<file path="src/rtl/wcm_pkg.sv">
package wcm_pkg;

    // Pattern store depth and derived widths
    localparam int MAX_PATTERN = 64;
    localparam int POS_W       = MAX_PATTERN + 1;
    localparam int LEN_W       = $clog2(MAX_PATTERN + 1);
    localparam int IDX_W       = (MAX_PATTERN > 1) ? $clog2(MAX_PATTERN) : 1;

    // Wildcard byte
    localparam logic [7:0] STAR_BYTE = 8'd42;

    // Operation codes carried in tuser
    localparam logic [1:0] OP_CLEAR  = 2'd0;
    localparam logic [1:0] OP_APPEND = 2'd1;
    localparam logic [1:0] OP_TEXT   = 2'd2;
    localparam logic [1:0] OP_END    = 2'd3;

    // One decoded word, valid only in the cycle it is processed
    typedef struct packed {
        logic       clear;
        logic       append;
        logic       text;
        logic       fin;
        logic [7:0] data;
    } cmd_t;

    // Pattern view handed to the active-set logic
    typedef struct packed {
        logic [MAX_PATTERN-1:0] star;
        logic [MAX_PATTERN-1:0] lit;
        logic [POS_W-1:0]       rearm;
        logic [LEN_W-1:0]       len;
        logic                   ovf;
    } pat_status_t;

endpackage

</file>
<file path="src/rtl/wcm_pattern.sv">
module wcm_pattern
    import wcm_pkg::*;
(
    input  logic        aclk,
    input  logic        aresetn,
    input  cmd_t        cmd,
    output pat_status_t pstat
);

    logic [7:0]             pat_mem_reg [MAX_PATTERN];
    logic [MAX_PATTERN-1:0] star_reg;
    logic [MAX_PATTERN-1:0] live_reg, live_next;
    logic [POS_W-1:0]       rearm_reg, rearm_next;
    logic [LEN_W-1:0]       len_reg, len_next;
    logic                   ovf_reg, ovf_next;
    logic                   full;
    logic                   is_star;
    logic                   do_write;
    logic [IDX_W-1:0]       wr_idx;

    assign full     = (len_reg == LEN_W'(MAX_PATTERN));
    assign is_star  = (cmd.data == STAR_BYTE);
    assign do_write = cmd.append && !full;
    assign wr_idx   = len_reg[IDX_W-1:0];

    // Update length, live mask, rearm set and overflow flag
    always_comb begin
        len_next   = len_reg;
        live_next  = live_reg;
        rearm_next = rearm_reg;
        ovf_next   = ovf_reg;
        if (cmd.clear) begin
            len_next   = '0;
            live_next  = '0;
            rearm_next = POS_W'(1);
            ovf_next   = 1'b0;
        end else if (cmd.append) begin
            if (full) begin
                ovf_next = 1'b1;
            end else begin
                len_next = len_reg + LEN_W'(1);
                for (int i = 0; i < MAX_PATTERN; i++) begin
                    if (len_reg == LEN_W'(i)) begin
                        live_next[i] = 1'b1;
                        // extend the leading-star run of the rearm set
                        if (rearm_reg[i] && is_star) begin
                            rearm_next[i+1] = 1'b1;
                        end
                    end
                end
            end
        end
    end

    always_ff @(posedge aclk) begin
        if (!aresetn) begin
            len_reg   <= '0;
            live_reg  <= '0;
            rearm_reg <= POS_W'(1);
            ovf_reg   <= 1'b0;
        end else begin
            len_reg   <= len_next;
            live_reg  <= live_next;
            rearm_reg <= rearm_next;
            ovf_reg   <= ovf_next;
        end
    end

    // Store the pattern byte and its star mark
    always_ff @(posedge aclk) begin
        if (do_write) begin
            pat_mem_reg[wr_idx] <= cmd.data;
            star_reg[wr_idx]    <= is_star;
        end
    end

    // Compare every live literal position with the text byte
    always_comb begin
        for (int i = 0; i < MAX_PATTERN; i++) begin
            pstat.star[i] = live_reg[i] && star_reg[i];
            pstat.lit[i]  = live_reg[i] && !star_reg[i] && (pat_mem_reg[i] == cmd.data);
        end
        pstat.rearm = rearm_reg;
        pstat.len   = len_reg;
        pstat.ovf   = ovf_reg;
    end

endmodule

</file>
<file path="src/rtl/wcm_active.sv">
module wcm_active
    import wcm_pkg::*;
(
    input  logic        aclk,
    input  logic        aresetn,
    input  cmd_t        cmd,
    input  pat_status_t pstat,
    output logic        matched
);

    logic [POS_W-1:0] act_reg, act_next;
    logic             armed_reg, armed_next;
    logic [POS_W-1:0] act_eff;
    logic [POS_W-1:0] shifted;
    logic [POS_W-1:0] star_m;
    logic [POS_W-1:0] gen;
    logic [POS_W-1:0] sum;
    logic [POS_W-1:0] carries;

    // While armed the active set is the pattern's rearm set
    assign act_eff = armed_reg ? pstat.rearm : act_reg;

    // Stars keep their position, matching literals step forward
    assign shifted = {1'b0, act_eff[MAX_PATTERN-1:0] & pstat.star}
                   | {act_eff[MAX_PATTERN-1:0] & pstat.lit, 1'b0};

    // Close over star runs with a carry chain: carry passes a star position
    assign star_m  = {1'b0, pstat.star};
    assign gen     = shifted & star_m;
    assign sum     = star_m + gen;
    assign carries = sum ^ star_m ^ gen;

    always_comb begin
        act_next   = act_reg;
        armed_next = armed_reg;
        if (cmd.clear || cmd.append || cmd.fin) begin
            armed_next = 1'b1;
        end else if (cmd.text) begin
            act_next   = shifted | carries;
            armed_next = 1'b0;
        end
    end

    always_ff @(posedge aclk) begin
        if (!aresetn) begin
            act_reg   <= '0;
            armed_reg <= 1'b1;
        end else begin
            act_reg   <= act_next;
            armed_reg <= armed_next;
        end
    end

    // Verdict: end position reached and no overflow
    assign matched = act_eff[pstat.len] && !pstat.ovf;

endmodule

</file>
<file path="src/rtl/star_wildcard_matcher_unit.sv">
// Whole-string matcher where '*' stands for any run of bytes, including an empty one.
// Each word carries an operation in s_tuser (clear pattern, append pattern byte, text
// byte, end of text) and a byte in s_tdata. The pattern (up to 64 bytes) is kept until
// the next clear; a longer pattern sets a sticky overflow flag that forces no match.
// Only an end-of-text word yields a result word, with the verdict and the overflow flag,
// and it rearms the matcher for the next string; a clear or an append also rearms. A word
// is registered at the input, the whole active-position set is updated in one step by
// parallel byte compares and a carry chain across star positions, and the result is
// registered at the output, so a word is accepted every cycle unless an end-of-text word
// waits on a stalled result word; a result word passes through the input register and then
// the result register. An end-of-text word that meets a stalled result word waits in the
// input register and holds off further input until the result word is taken.
module star_wildcard_matcher_unit
    import wcm_pkg::*;
(
    input  logic       aclk,
    input  logic       aresetn,
    input  logic       s_tvalid,
    output logic       s_tready,
    input  logic [7:0] s_tdata,   // [7:0] data_byte
    input  logic [1:0] s_tuser,   // [1:0] operation
    output logic       m_tvalid,
    input  logic       m_tready,
    output logic [7:0] m_tdata    // [0] matched, [1] pattern_overflow, [7:2] zero
);

    logic       a_valid_reg;
    logic [1:0] a_op_reg;
    logic [7:0] a_byte_reg;
    logic       m_valid_reg;
    logic       m_match_reg;
    logic       m_ovf_reg;
    logic       out_free;
    logic       fire;
    logic       matched;
    cmd_t        cmd;
    pat_status_t pstat;

    // Output slot free, and the held word moves on
    assign out_free = !m_valid_reg || m_tready;
    assign fire     = a_valid_reg && ((a_op_reg != OP_END) || out_free);
    assign s_tready = !a_valid_reg || fire;

    // Hold the input word
    always_ff @(posedge aclk) begin
        if (!aresetn) begin
            a_valid_reg <= 1'b0;
        end else if (s_tready) begin
            a_valid_reg <= s_tvalid;
        end
    end

    always_ff @(posedge aclk) begin
        if (s_tready && s_tvalid) begin
            a_op_reg   <= s_tuser;
            a_byte_reg <= s_tdata;
        end
    end

    // Decode the word being processed
    always_comb begin
        cmd.clear  = fire && (a_op_reg == OP_CLEAR);
        cmd.append = fire && (a_op_reg == OP_APPEND);
        cmd.text   = fire && (a_op_reg == OP_TEXT);
        cmd.fin    = fire && (a_op_reg == OP_END);
        cmd.data   = a_byte_reg;
    end

    wcm_pattern u_pattern (
        .aclk    (aclk),
        .aresetn (aresetn),
        .cmd     (cmd),
        .pstat   (pstat)
    );

    wcm_active u_active (
        .aclk    (aclk),
        .aresetn (aresetn),
        .cmd     (cmd),
        .pstat   (pstat),
        .matched (matched)
    );

    // Result register
    always_ff @(posedge aclk) begin
        if (!aresetn) begin
            m_valid_reg <= 1'b0;
        end else if (cmd.fin) begin
            m_valid_reg <= 1'b1;
        end else if (m_tready) begin
            m_valid_reg <= 1'b0;
        end
    end

    always_ff @(posedge aclk) begin
        if (cmd.fin) begin
            m_match_reg <= matched;
            m_ovf_reg   <= pstat.ovf;
        end
    end

    assign m_tvalid = m_valid_reg;
    assign m_tdata  = {6'b0, m_ovf_reg, m_match_reg};

endmodule

</file>
<file path="config.mk">
export PLATFORM = sky130hd
export DESIGN_NAME = star_wildcard_matcher_unit
export DESIGN_NICKNAME = d
export VERILOG_FILES = /design/src/rtl/wcm_pkg.sv /design/src/rtl/wcm_pattern.sv /design/src/rtl/wcm_active.sv /design/src/rtl/star_wildcard_matcher_unit.sv
export SDC_FILE = /design/constraint.sdc
export NUM_CORES = 1
export LEC_CHECK = 0
export BUFFER_PORTS_ARGS = -buffer_cell sky130_fd_sc_hd__buf_4
export CAP_MARGIN = 20
export CORE_MARGIN = 4
export CORE_UTILIZATION = 53
export DETAILED_ROUTE_END_ITERATION = 10
export PLACE_DENSITY = 0.74
export REMOVE_ABC_BUFFERS = 1
export SLEW_MARGIN = 20
export SYNTH_ARGS = -nofsm -noshare
export SYNTH_HDL_FRONTEND = slang
export SYNTH_HIERARCHICAL = 1
export SYNTH_SLANG_ARGS = --single-unit
</file>
<file path="constraint.sdc">
create_clock -name aclk -period 8.17 [get_ports aclk]
set_input_delay 1.2255 -clock aclk [delete_from_list [all_inputs] [get_ports aclk]]
set_output_delay 1.2255 -clock aclk [all_outputs]
set_load 0.02 [all_outputs]
</file>
# Word level (Yosys, flattened, before mapping)
# Memory sizes are Yosys's and may differ from the RTL's.
# Cells that the tools add are included.
[word_totals] ff_bits=280 mem_bits_rw=512 in_bits=14 output_inout_bits=10 elab_cells=771 n_memories=1
[memory_table] name="u_pattern.pat_mem_reg" words=64 width=8 read_ports=64 rd_ports_with_merged_regs=0 write_ports=1 line="wcm_pattern.sv:10" source="logic [7:0] pat_mem_reg [MAX_PATTERN];"
[op_classes] addsub=2 n_lt_le_gt_ge=3 eq_ne=133 muxes=10 n_bitwise=10 reduce_logical=473
[op_table] operator="$eq 8x8->1" count=64
[op_table] operator="$logic_and 1x1->1" count=264
[op_table] operator="$reduce_and 4->1" count=64
[op_table] operator="$eq 7x6->1 const B" count=32
[op_table] operator="$reduce_and 3->1" count=64
[op_table] operator="$and 64x64->64" count=2
[op_table] operator="$eq 7x5->1 const B" count=16
[op_table] operator="$logic_not 1->1" count=68
[op_table] operator="$add 64x65->65" count=1
[op_table] operator="$and 65x64->65" count=1
[op_table] operator="$mux 65" count=1
[op_table] operator="$or 64x65->65" count=1
[op_table] operator="$or 65x65->65" count=1
[op_table] operator="$xor 65x64->65" count=1
[op_table] operator="$xor 65x65->65" count=1
[op_table] operator="$bwmux 64" count=1
[op_table] operator="$eq 7x4->1 const B" count=8
[op_table] operator="$eq 7x3->1 const B" count=4
[op_table] operator="$eq 7x2->1 const B" count=2
[op_table] operator="$eq 8x6->1 const B" count=1
[op_table] operator="$lt 7x8->1 const B" count=1
[op_table] operator="$add 7x1->7 const B" count=1
[op_table] operator="$bmux 1 s7" count=1
[op_table] operator="$eq 7x1->1 const B" count=1
[op_table] operator="other kinds (15)" count=30

# Logic depth before layout (Yosys ltp)
# Gate-level depths: netlist (run 1).
[depth] word_depth=10 mapped_depth=19

# Hierarchy
# The synthesis (run 1) kept the hierarchy.
[modules_own_cells] module="wcm_pattern" instances=1 cells_per_inst=2133 area_each_um2=29419.5 seq_area_each_um2=20019.2
[modules_own_cells] module="wcm_active" instances=1 cells_per_inst=1130 area_each_um2=8423.1 seq_area_each_um2=1321.3
[modules_own_cells] module="star_wildcard_matcher_unit" instances=1 cells_per_inst=35 area_each_um2=548.0 seq_area_each_um2=400.4

# Worst setup path before layout (run 1)
# OpenSTA, ideal clock, no wires.
[synth_timing] path_kind="flip-flop to flip-flop" start="register a_byte_reg[1]" end="register u_active.act_reg[60]" t_arrival_ns=4.668 path_slack_ns=3.428 stages_incl_launch_ff=16 synth_period_minus_slack_ns=4.742 cell_sequence="edfxtp_1 clkbuf_1 buf_2 xnor2_1 nand4_1 nor3_1 a21oi_1 a21oi_1 a21oi_1 o22a_2 a2111oi_4 o31ai_2 a2111oi_4 o211ai_2 a2111o_1 a31oi_1"
[synth_lines] element="from (decl)" line="star_wildcard_matcher_unit.sv:29" source="logic [7:0] a_byte_reg;"
[synth_lines] element="from (signal assigned)" line="star_wildcard_matcher_unit.sv:56" source="a_byte_reg <= s_tdata;"
[synth_lines] element="to (signal assigned)" line="wcm_active.sv:49" source="act_reg <= act_next;"
[synth_lines] element="to (decl)" line="wcm_active.sv:11" source="logic [POS_W-1:0] act_reg, act_next;"

==> results.json, run 1 <==
{
  "status": "finished clean",
  "grt_pass1_vias": 25100,
  "cp_slowest_stage_delay_ps": 780,
  "post-route-period-util_pct": 64.3,
  "dp_cells": 4153,
  "holdBufCountCts": 0,
  "cts_tree": "yes",
  "synth_edf_count": 588,
  "max-cap-violations": 0,
  "overflow": 0,
  "multi_input_comb_area_sq_um": 15700,
  "num_vias": 26500,
  "ys_ff_latch": 792,
  "arrival_ps": 5720,
  "cp_slowest_cell": "edfxtp_1",
  "htreeDepth": 3,
  "synth_area_sq_um": 38400,
  "ys_seq_area_share_pct": 56.6,
  "die_y_microns": 277,
  "drive_gt1_share_pct": 9.22,
  "worstMarginPinSlew_ps": 1060,
  "ys.flop_type": "edfxtp_1",
  "nFillCells": 5760,
  "cts_root_buf": "clkbuf_16",
  "r2r_start": "a_byte_reg[7]$_DFFE_PP_",
  "dieArea_sq_um": 76800,
  "slew_headroom_pct": 29.1,
  "seq_area_sq_um": 21700,
  "hold_violations": 0,
  "fin_cells": 4301,
  "antennaDiodeCount": 0,
  "holdPathStages": 0,
  "initialDrtViolationCount": 2868,
  "dp_hpwl_microns": 63300,
  "clock_sinks": 792,
  "power_density_nw_per_um2": 196,
  "io_pins": 24,
  "holdPathEnd": "m_ovf_reg$_DFFE_PP_",
  "totalWireLength_microns": 97800,
  "antenna_found_initial": 1,
  "grt_max_degree": 103,
  "start_util_pct": 53.6,
  "grt_setup_unrepaired": "no",
  "hold_path.class": "reg2reg",
  "grt_use_total_pct": 24.7,
  "ys_types": 103,
  "ant_nets": 0,
  "cts_resized": 0,
  "hold_path_startpoint": "u_pattern/ovf_reg$_SDFFE_PP0P_",
  "grt_pass1_wl_microns": 150000,
  "routabilityCongestion": 0.971,
  "worstPathRequired_ps": 8630,
  "viasPerCell": 6.17,
  "fp.dieW_microns": 277,
  "crit_chain": "buf_4 -> xnor2_1 -> nand3_1 -> nor3_1 -> a211oi_1 -> a21oi_1 -> nor2_1 -> a31oi_1 -> a21boi_0 -> o221ai_1 -> or4_1 -> a41o_1 -> a21oi_1 -> a31oi_1",
  "worstRegToRegCells": 14,
  "synthArstFlopShare_pct": 0,
  "largest_register_ffs": 512,
  "synth_largest_area_cell": "edfxtp_1",
  "nNetsFinal": 3305,
  "finalSetupViolations": 0,
  "synth_cells": 3298,
  "r2r_slack_ps": 2910,
  "clk_latency_ps": 630,
  "numCtsBuffers": 80,
  "crit_type": "reg2reg",
  "ys_warn_count": 6,
  "remaining_drc_errors": 0,
  "startpoint_type": "flip-flop",
  "clk_path_buf_depth": 3,
  "peakVddDrop_v": 0.000189,
  "min_period_ps": 5260,
  "netlist_top_cells_area": "edfxtp_1 (46%), xnor2_1 (12%), dfxtp_1 (11%)",
  "max_freq_ghz": 0.190,
  "wl_per_cell_microns": 22.7,
  "portBuffers": 17,
  "p_leak_nw": 12.8,
  "synth_top_area_share_pct": 46.0,
  "setup-tns-final_ps": 0,
  "slew_viol_final": 0,
  "core_sq_um": 71600,
  "post-cts-setup-buffer-count": 0,
  "first_pass_iters": 6,
  "cp-end-kind": "flip-flop",
  "r2r-end": "u_active/act_reg[54]$_SDFFE_PN0P_",
  "syn_to_final_growth_pct": 9.05,
  "synth.avg_cell_area_sq_um": 11.6,
  "row_count": 98,
  "clk_pin_slew_worst_paths_ps": 60,
  "crit_fanout": 47,
  "finClkSkew_ps": 21.6
}
[critical path, delay by kind of cell, from the launching register on]
| family | cells | cell delay (ps) |
|---|---|---|
| flip-flops | 1 | 780 |
| XOR/XNOR | 1 | 200 |
| AND/OR/NAND/NOR | 4 | 1330 |
| buffers and inverters | 1 | 630 |
| AO/OA/AOI/OAI | 8 | 2090 |
[cells by family after synthesis]
family,Yosys count,share of synthesized area (%)
muxes,99,3.38
and+or+nand+nor,998,13.7
buffers and inverters,216,2.71
other,2,0.0196
DFF,792,56.6
xor gates and xnor gates,511,11.7
adders and majority gates,5,0.163
AOI/OAI and AO/OA,675,11.7
[metal layers]
layer	GRT usage, %	vias to the layer above	part of all wire, %
li1	-	12200	-
met1	34.5	13000	43
met2	37.6	1111	44
met3	4.54	234	8.0
met4	12.0	0	5.1
met5	0	-	0
[metrics by stage]
step	area (sq um)	util (%)	total power, mW	worst slack (ps)	hold slack (ps)
after floorplan	37600	-	4.69	1740	432
after global placement	39400	55.0	4.77	3210	450
after detailed placement	39400	55.0	4.78	3110	460
after CTS	41900	58.5	8.25	3060	475
after global routing	41900	58.5	8.44	2660	492
final	41900	58.5	8.20	2910	485
[cells in the final DEF, fill, tap and decap left out, types with 22 or more instances in the layout]
cell and n:
edfxtp_1 588, xnor2_1 509, dfxtp_1 203, nor2_1 202, nand2_1 186, a21oi_1 183
o21ai_0 155, nand3_1 149, nor3_1 91, nand4_1 86, clkbuf_16 85, and2_1 82
nand3b_1 66, buf_4 61, mux2_2 54, inv_1 50, a211oi_1 43, a31oi_1 39
clkbuf_1 29, mux2i_1 22
[cell usage after synthesis, types with 71 or more instances]
master    instances
nand4_1          86
xnor2_1         509
dfxtp_1         204
nor3_1           91
edfxtp_1        588
buf_2            71
and2_1           84
o21ai_0         155
nand2_1         186
nand3_1         149
a21oi_1         183
nor2_1          202
[layout make-up]
type	instances	area share, %
Inverter	50	0.448
Clock inverter	23	0.323
Timing Repair Buffer	67	1.34
Sequential cell	792	51.9
Tap cell	950	2.84
Clock buffer	124	5.63
Multi-Input combinational cell	2295	37.5
[report_power, final]
| part | switching [mW] | internal (mW) | total, mW |
|---|---|---|---|
| combinational | 0.224 | 0.129 | 0.353 |
| clock | 1.51 | 1.99 | 3.51 |
| sequential | 0.0197 | 4.32 | 4.34 |
| total | 1.76 | 6.44 | 8.20 |
[worst max path at each step]
stage                                         start                           endpoint  slack [ps]  cells past startpoint
floorplan           u_active/armed_reg$_SDFFE_PP1P_  u_active/act_reg[46]$_SDFFE_PN0P_        1740                     13
global route                a_byte_reg[5]$_DFFE_PP_  u_active/act_reg[54]$_SDFFE_PN0P_        2660                     16
detailed placement          a_byte_reg[4]$_DFFE_PP_  u_active/act_reg[54]$_SDFFE_PN0P_        3110                     14
global placement            a_byte_reg[4]$_DFFE_PP_  u_active/act_reg[46]$_SDFFE_PN0P_        3210                     14
finish                      a_byte_reg[7]$_DFFE_PP_  u_active/act_reg[54]$_SDFFE_PN0P_        2910                     14
CTS                         a_byte_reg[4]$_DFFE_PP_  u_active/act_reg[54]$_SDFFE_PN0P_        3060                     14
Power figures use the tool's default switching activity.
==> run 2, diff against run 1 <==
--- a/config.mk
+++ b/config.mk
@@ -10,7 +10,7 @@
 export CORE_MARGIN = 4
 export CORE_UTILIZATION = 53
 export DETAILED_ROUTE_END_ITERATION = 10
-export PLACE_DENSITY = 0.74
+export PLACE_DENSITY = 0.77
 export REMOVE_ABC_BUFFERS = 1
 export SLEW_MARGIN = 20
 export SYNTH_ARGS = -nofsm -noshare
==> constraint.sdc (replaced) <==
create_clock -name aclk -period 4.3 [get_ports aclk]
set_input_delay 0.645 -clock aclk [delete_from_list [all_inputs] [get_ports aclk]]
set_output_delay 0.645 -clock aclk [all_outputs]
set_load 0.02 [all_outputs]
==> results.json, run 2 (synthesized netlist as in run 1, its figures left out) <==
{
  "crit_fanout": 5,
  "remaining_drc_errors": 0,
  "initialDrtViolationCount": 3253,
  "clk_path_buf_depth": 3,
  "place_area_sq_um": 40800,
  "power_density_nw_per_um2": 360,
  "finalSetupViolations": 0,
  "final_cell_mix": "edfxtp_1 (588), xnor2_1 (509), buf_4 (225)",
  "overflow": 0,
  "slew_headroom_pct": 26.6,
  "grt_max_degree": 103,
  "status": "finished clean",
  "clock_sinks": 792,
  "grt_pass1_wl_microns": 157000,
  "fp.dieW_microns": 277,
  "dieArea_sq_um": 76800,
  "gr-max-usage-layer": "met2",
  "wl_per_cell_microns": 23.3,
  "grt_use_total_pct": 26.0,
  "cts_tree": "yes",
  "nFillCells": 5565,
  "htreeDepth": 3,
  "dp_hpwl_microns": 69200,
  "syn_to_final_growth_pct": 14.1,
  "hold_violations": 0,
  "first_pass_iters": 6,
  "largest_register_ffs": 512,
  "finClkSkew_ps": 36.7,
  "peakVddDrop_v": 0.000322,
  "postLayoutCoreUtil_pct": 61.2,
  "nNetsFinal": 3499,
  "viasPerCell": 6.16,
  "worstMarginPinSlew_ps": 1100,
  "core_sq_um": 71600,
  "post-route-period-util_pct": 97.2,
  "worstPathRequired_ps": 4870,
  "crit_type": "reg2reg",
  "slew_viol_final": 0,
  "max-cap-violations": 0,
  "clk_latency_ps": 650,
  "cts_root_buf": "clkbuf_16",
  "hold_path.class": "in2reg",
  "grt_util_met1_pct": 36.1,
  "io_pins": 24,
  "max_freq_ghz": 0.239,
  "final_common_cell": "edfxtp_1",
  "row_count": 98,
  "die_y_microns": 277,
  "min_period_ps": 4180,
  "antenna_found_initial": 1,
  "p_leak_nw": 14.0,
  "routabilityCongestion": 0.974,
  "post-route-cell-area_sq_um": 43800,
  "gr-usage-met3_pct": 4.22,
  "arrival_ps": 4750,
  "antennaDiodeCount": 0,
  "ant_nets": 0,
  "totalWireLength_microns": 105000,
  "portBuffers": 17,
  "startpoint_type": "flip-flop",
  "use_met2_pct": 40.5,
  "drive_gt1_share_pct": 15.0,
  "clk_pin_slew_worst_paths_ps": 60,
  "cp-end-kind": "flip-flop",
  "num_vias": 27700,
  "start_util_pct": 53.6,
  "grt_pass1_vias": 26000,
  "numCtsBuffers": 81
}
run 2: final timing paths:
path                                        startpoint                                    to  slack [ps]  cells after the start
hold reg to reg   u_pattern/rearm_reg[58]$_SDFFE_PP0P_  u_pattern/rearm_reg[58]$_SDFFE_PP0P_         480                      2
setup reg to reg               a_byte_reg[2]$_DFFE_PP_     u_active/act_reg[60]$_SDFFE_PN0P_         120                     17
setup / recovery               a_byte_reg[2]$_DFFE_PP_     u_active/act_reg[60]$_SDFFE_PN0P_         120                     17
hold / removal                              s_tdata[7]               a_byte_reg[7]$_DFFE_PP_         180                      1
run 2: timing repair:
action | in CTS | in global routing
hold buffers | 0 | 0
setup buffers | 0 | 23
resized for setup | 0 | 33
setup endpoints to repair | 0 | 13
run 2: critical path: stages (launching register included):
cell	delay, ps
edfxtp_1	550
buf_4	210
xnor2_1	120
nand3_1	120
nor3_2	60
buf_4	150
a211oi_2	200
a21oi_1	60
buf_4	160
or3_1	340
o22a_2	250
a2111oi_4	490
o31ai_4	160
a2111oi_4	380
buf_4	200
o211ai_4	110
a2111o_1	410
a31oi_1	170
run 2: cell type report:
type,count,area [sq um],share of cell area (%)
sequential,792,21700,49.6
multi-input combinational,2295,15800,36.1
timing repair buffer,260,2360,5.39
clock buffer,101,2140,4.88
tap,950,1190,2.71
clock inverter,45,368,0.840
inverter,50,188,0.428
run 2: routing by layer:
metal  part of all wire, %  vias to the layer above
met2                    45                     1277
met5                     0                        -
met3                   8.7                      270
met4                   4.7                        0
li1                      -                    12600
met1                    42                    13500
run 2: report_power, final:
group | internal, mW | total [mW] | switching [mW]
sequential | 8.21 | 8.24 | 0.0300
combinational | 0.323 | 0.799 | 0.476
clock | 3.83 | 6.75 | 2.92
total | 12.4 | 15.8 | 3.42
run 2: through the flow:
| step | cells | power, mW | setup TNS (ps) | hold slack [ps] | worst slack (ps) |
|---|---|---|---|---|---|
| 6_report | 4493 | 15.8 | 0 | 183 | 120 |
| 5_1_grt | 4493 | 16.3 | -73.3 | 181 | -50.0 |
| 4_1_cts | 4465 | 15.8 | 0 | 164 | 87.7 |
| 3_5_place_dp | 4319 | 9.15 | 0 | 463 | 131 |
| 3_3_place_gp | 4319 | 9.13 | 0 | 460 | 216 |
| 2_1_floorplan | 3137 | 8.92 | -294990 | 432 | -2130 |
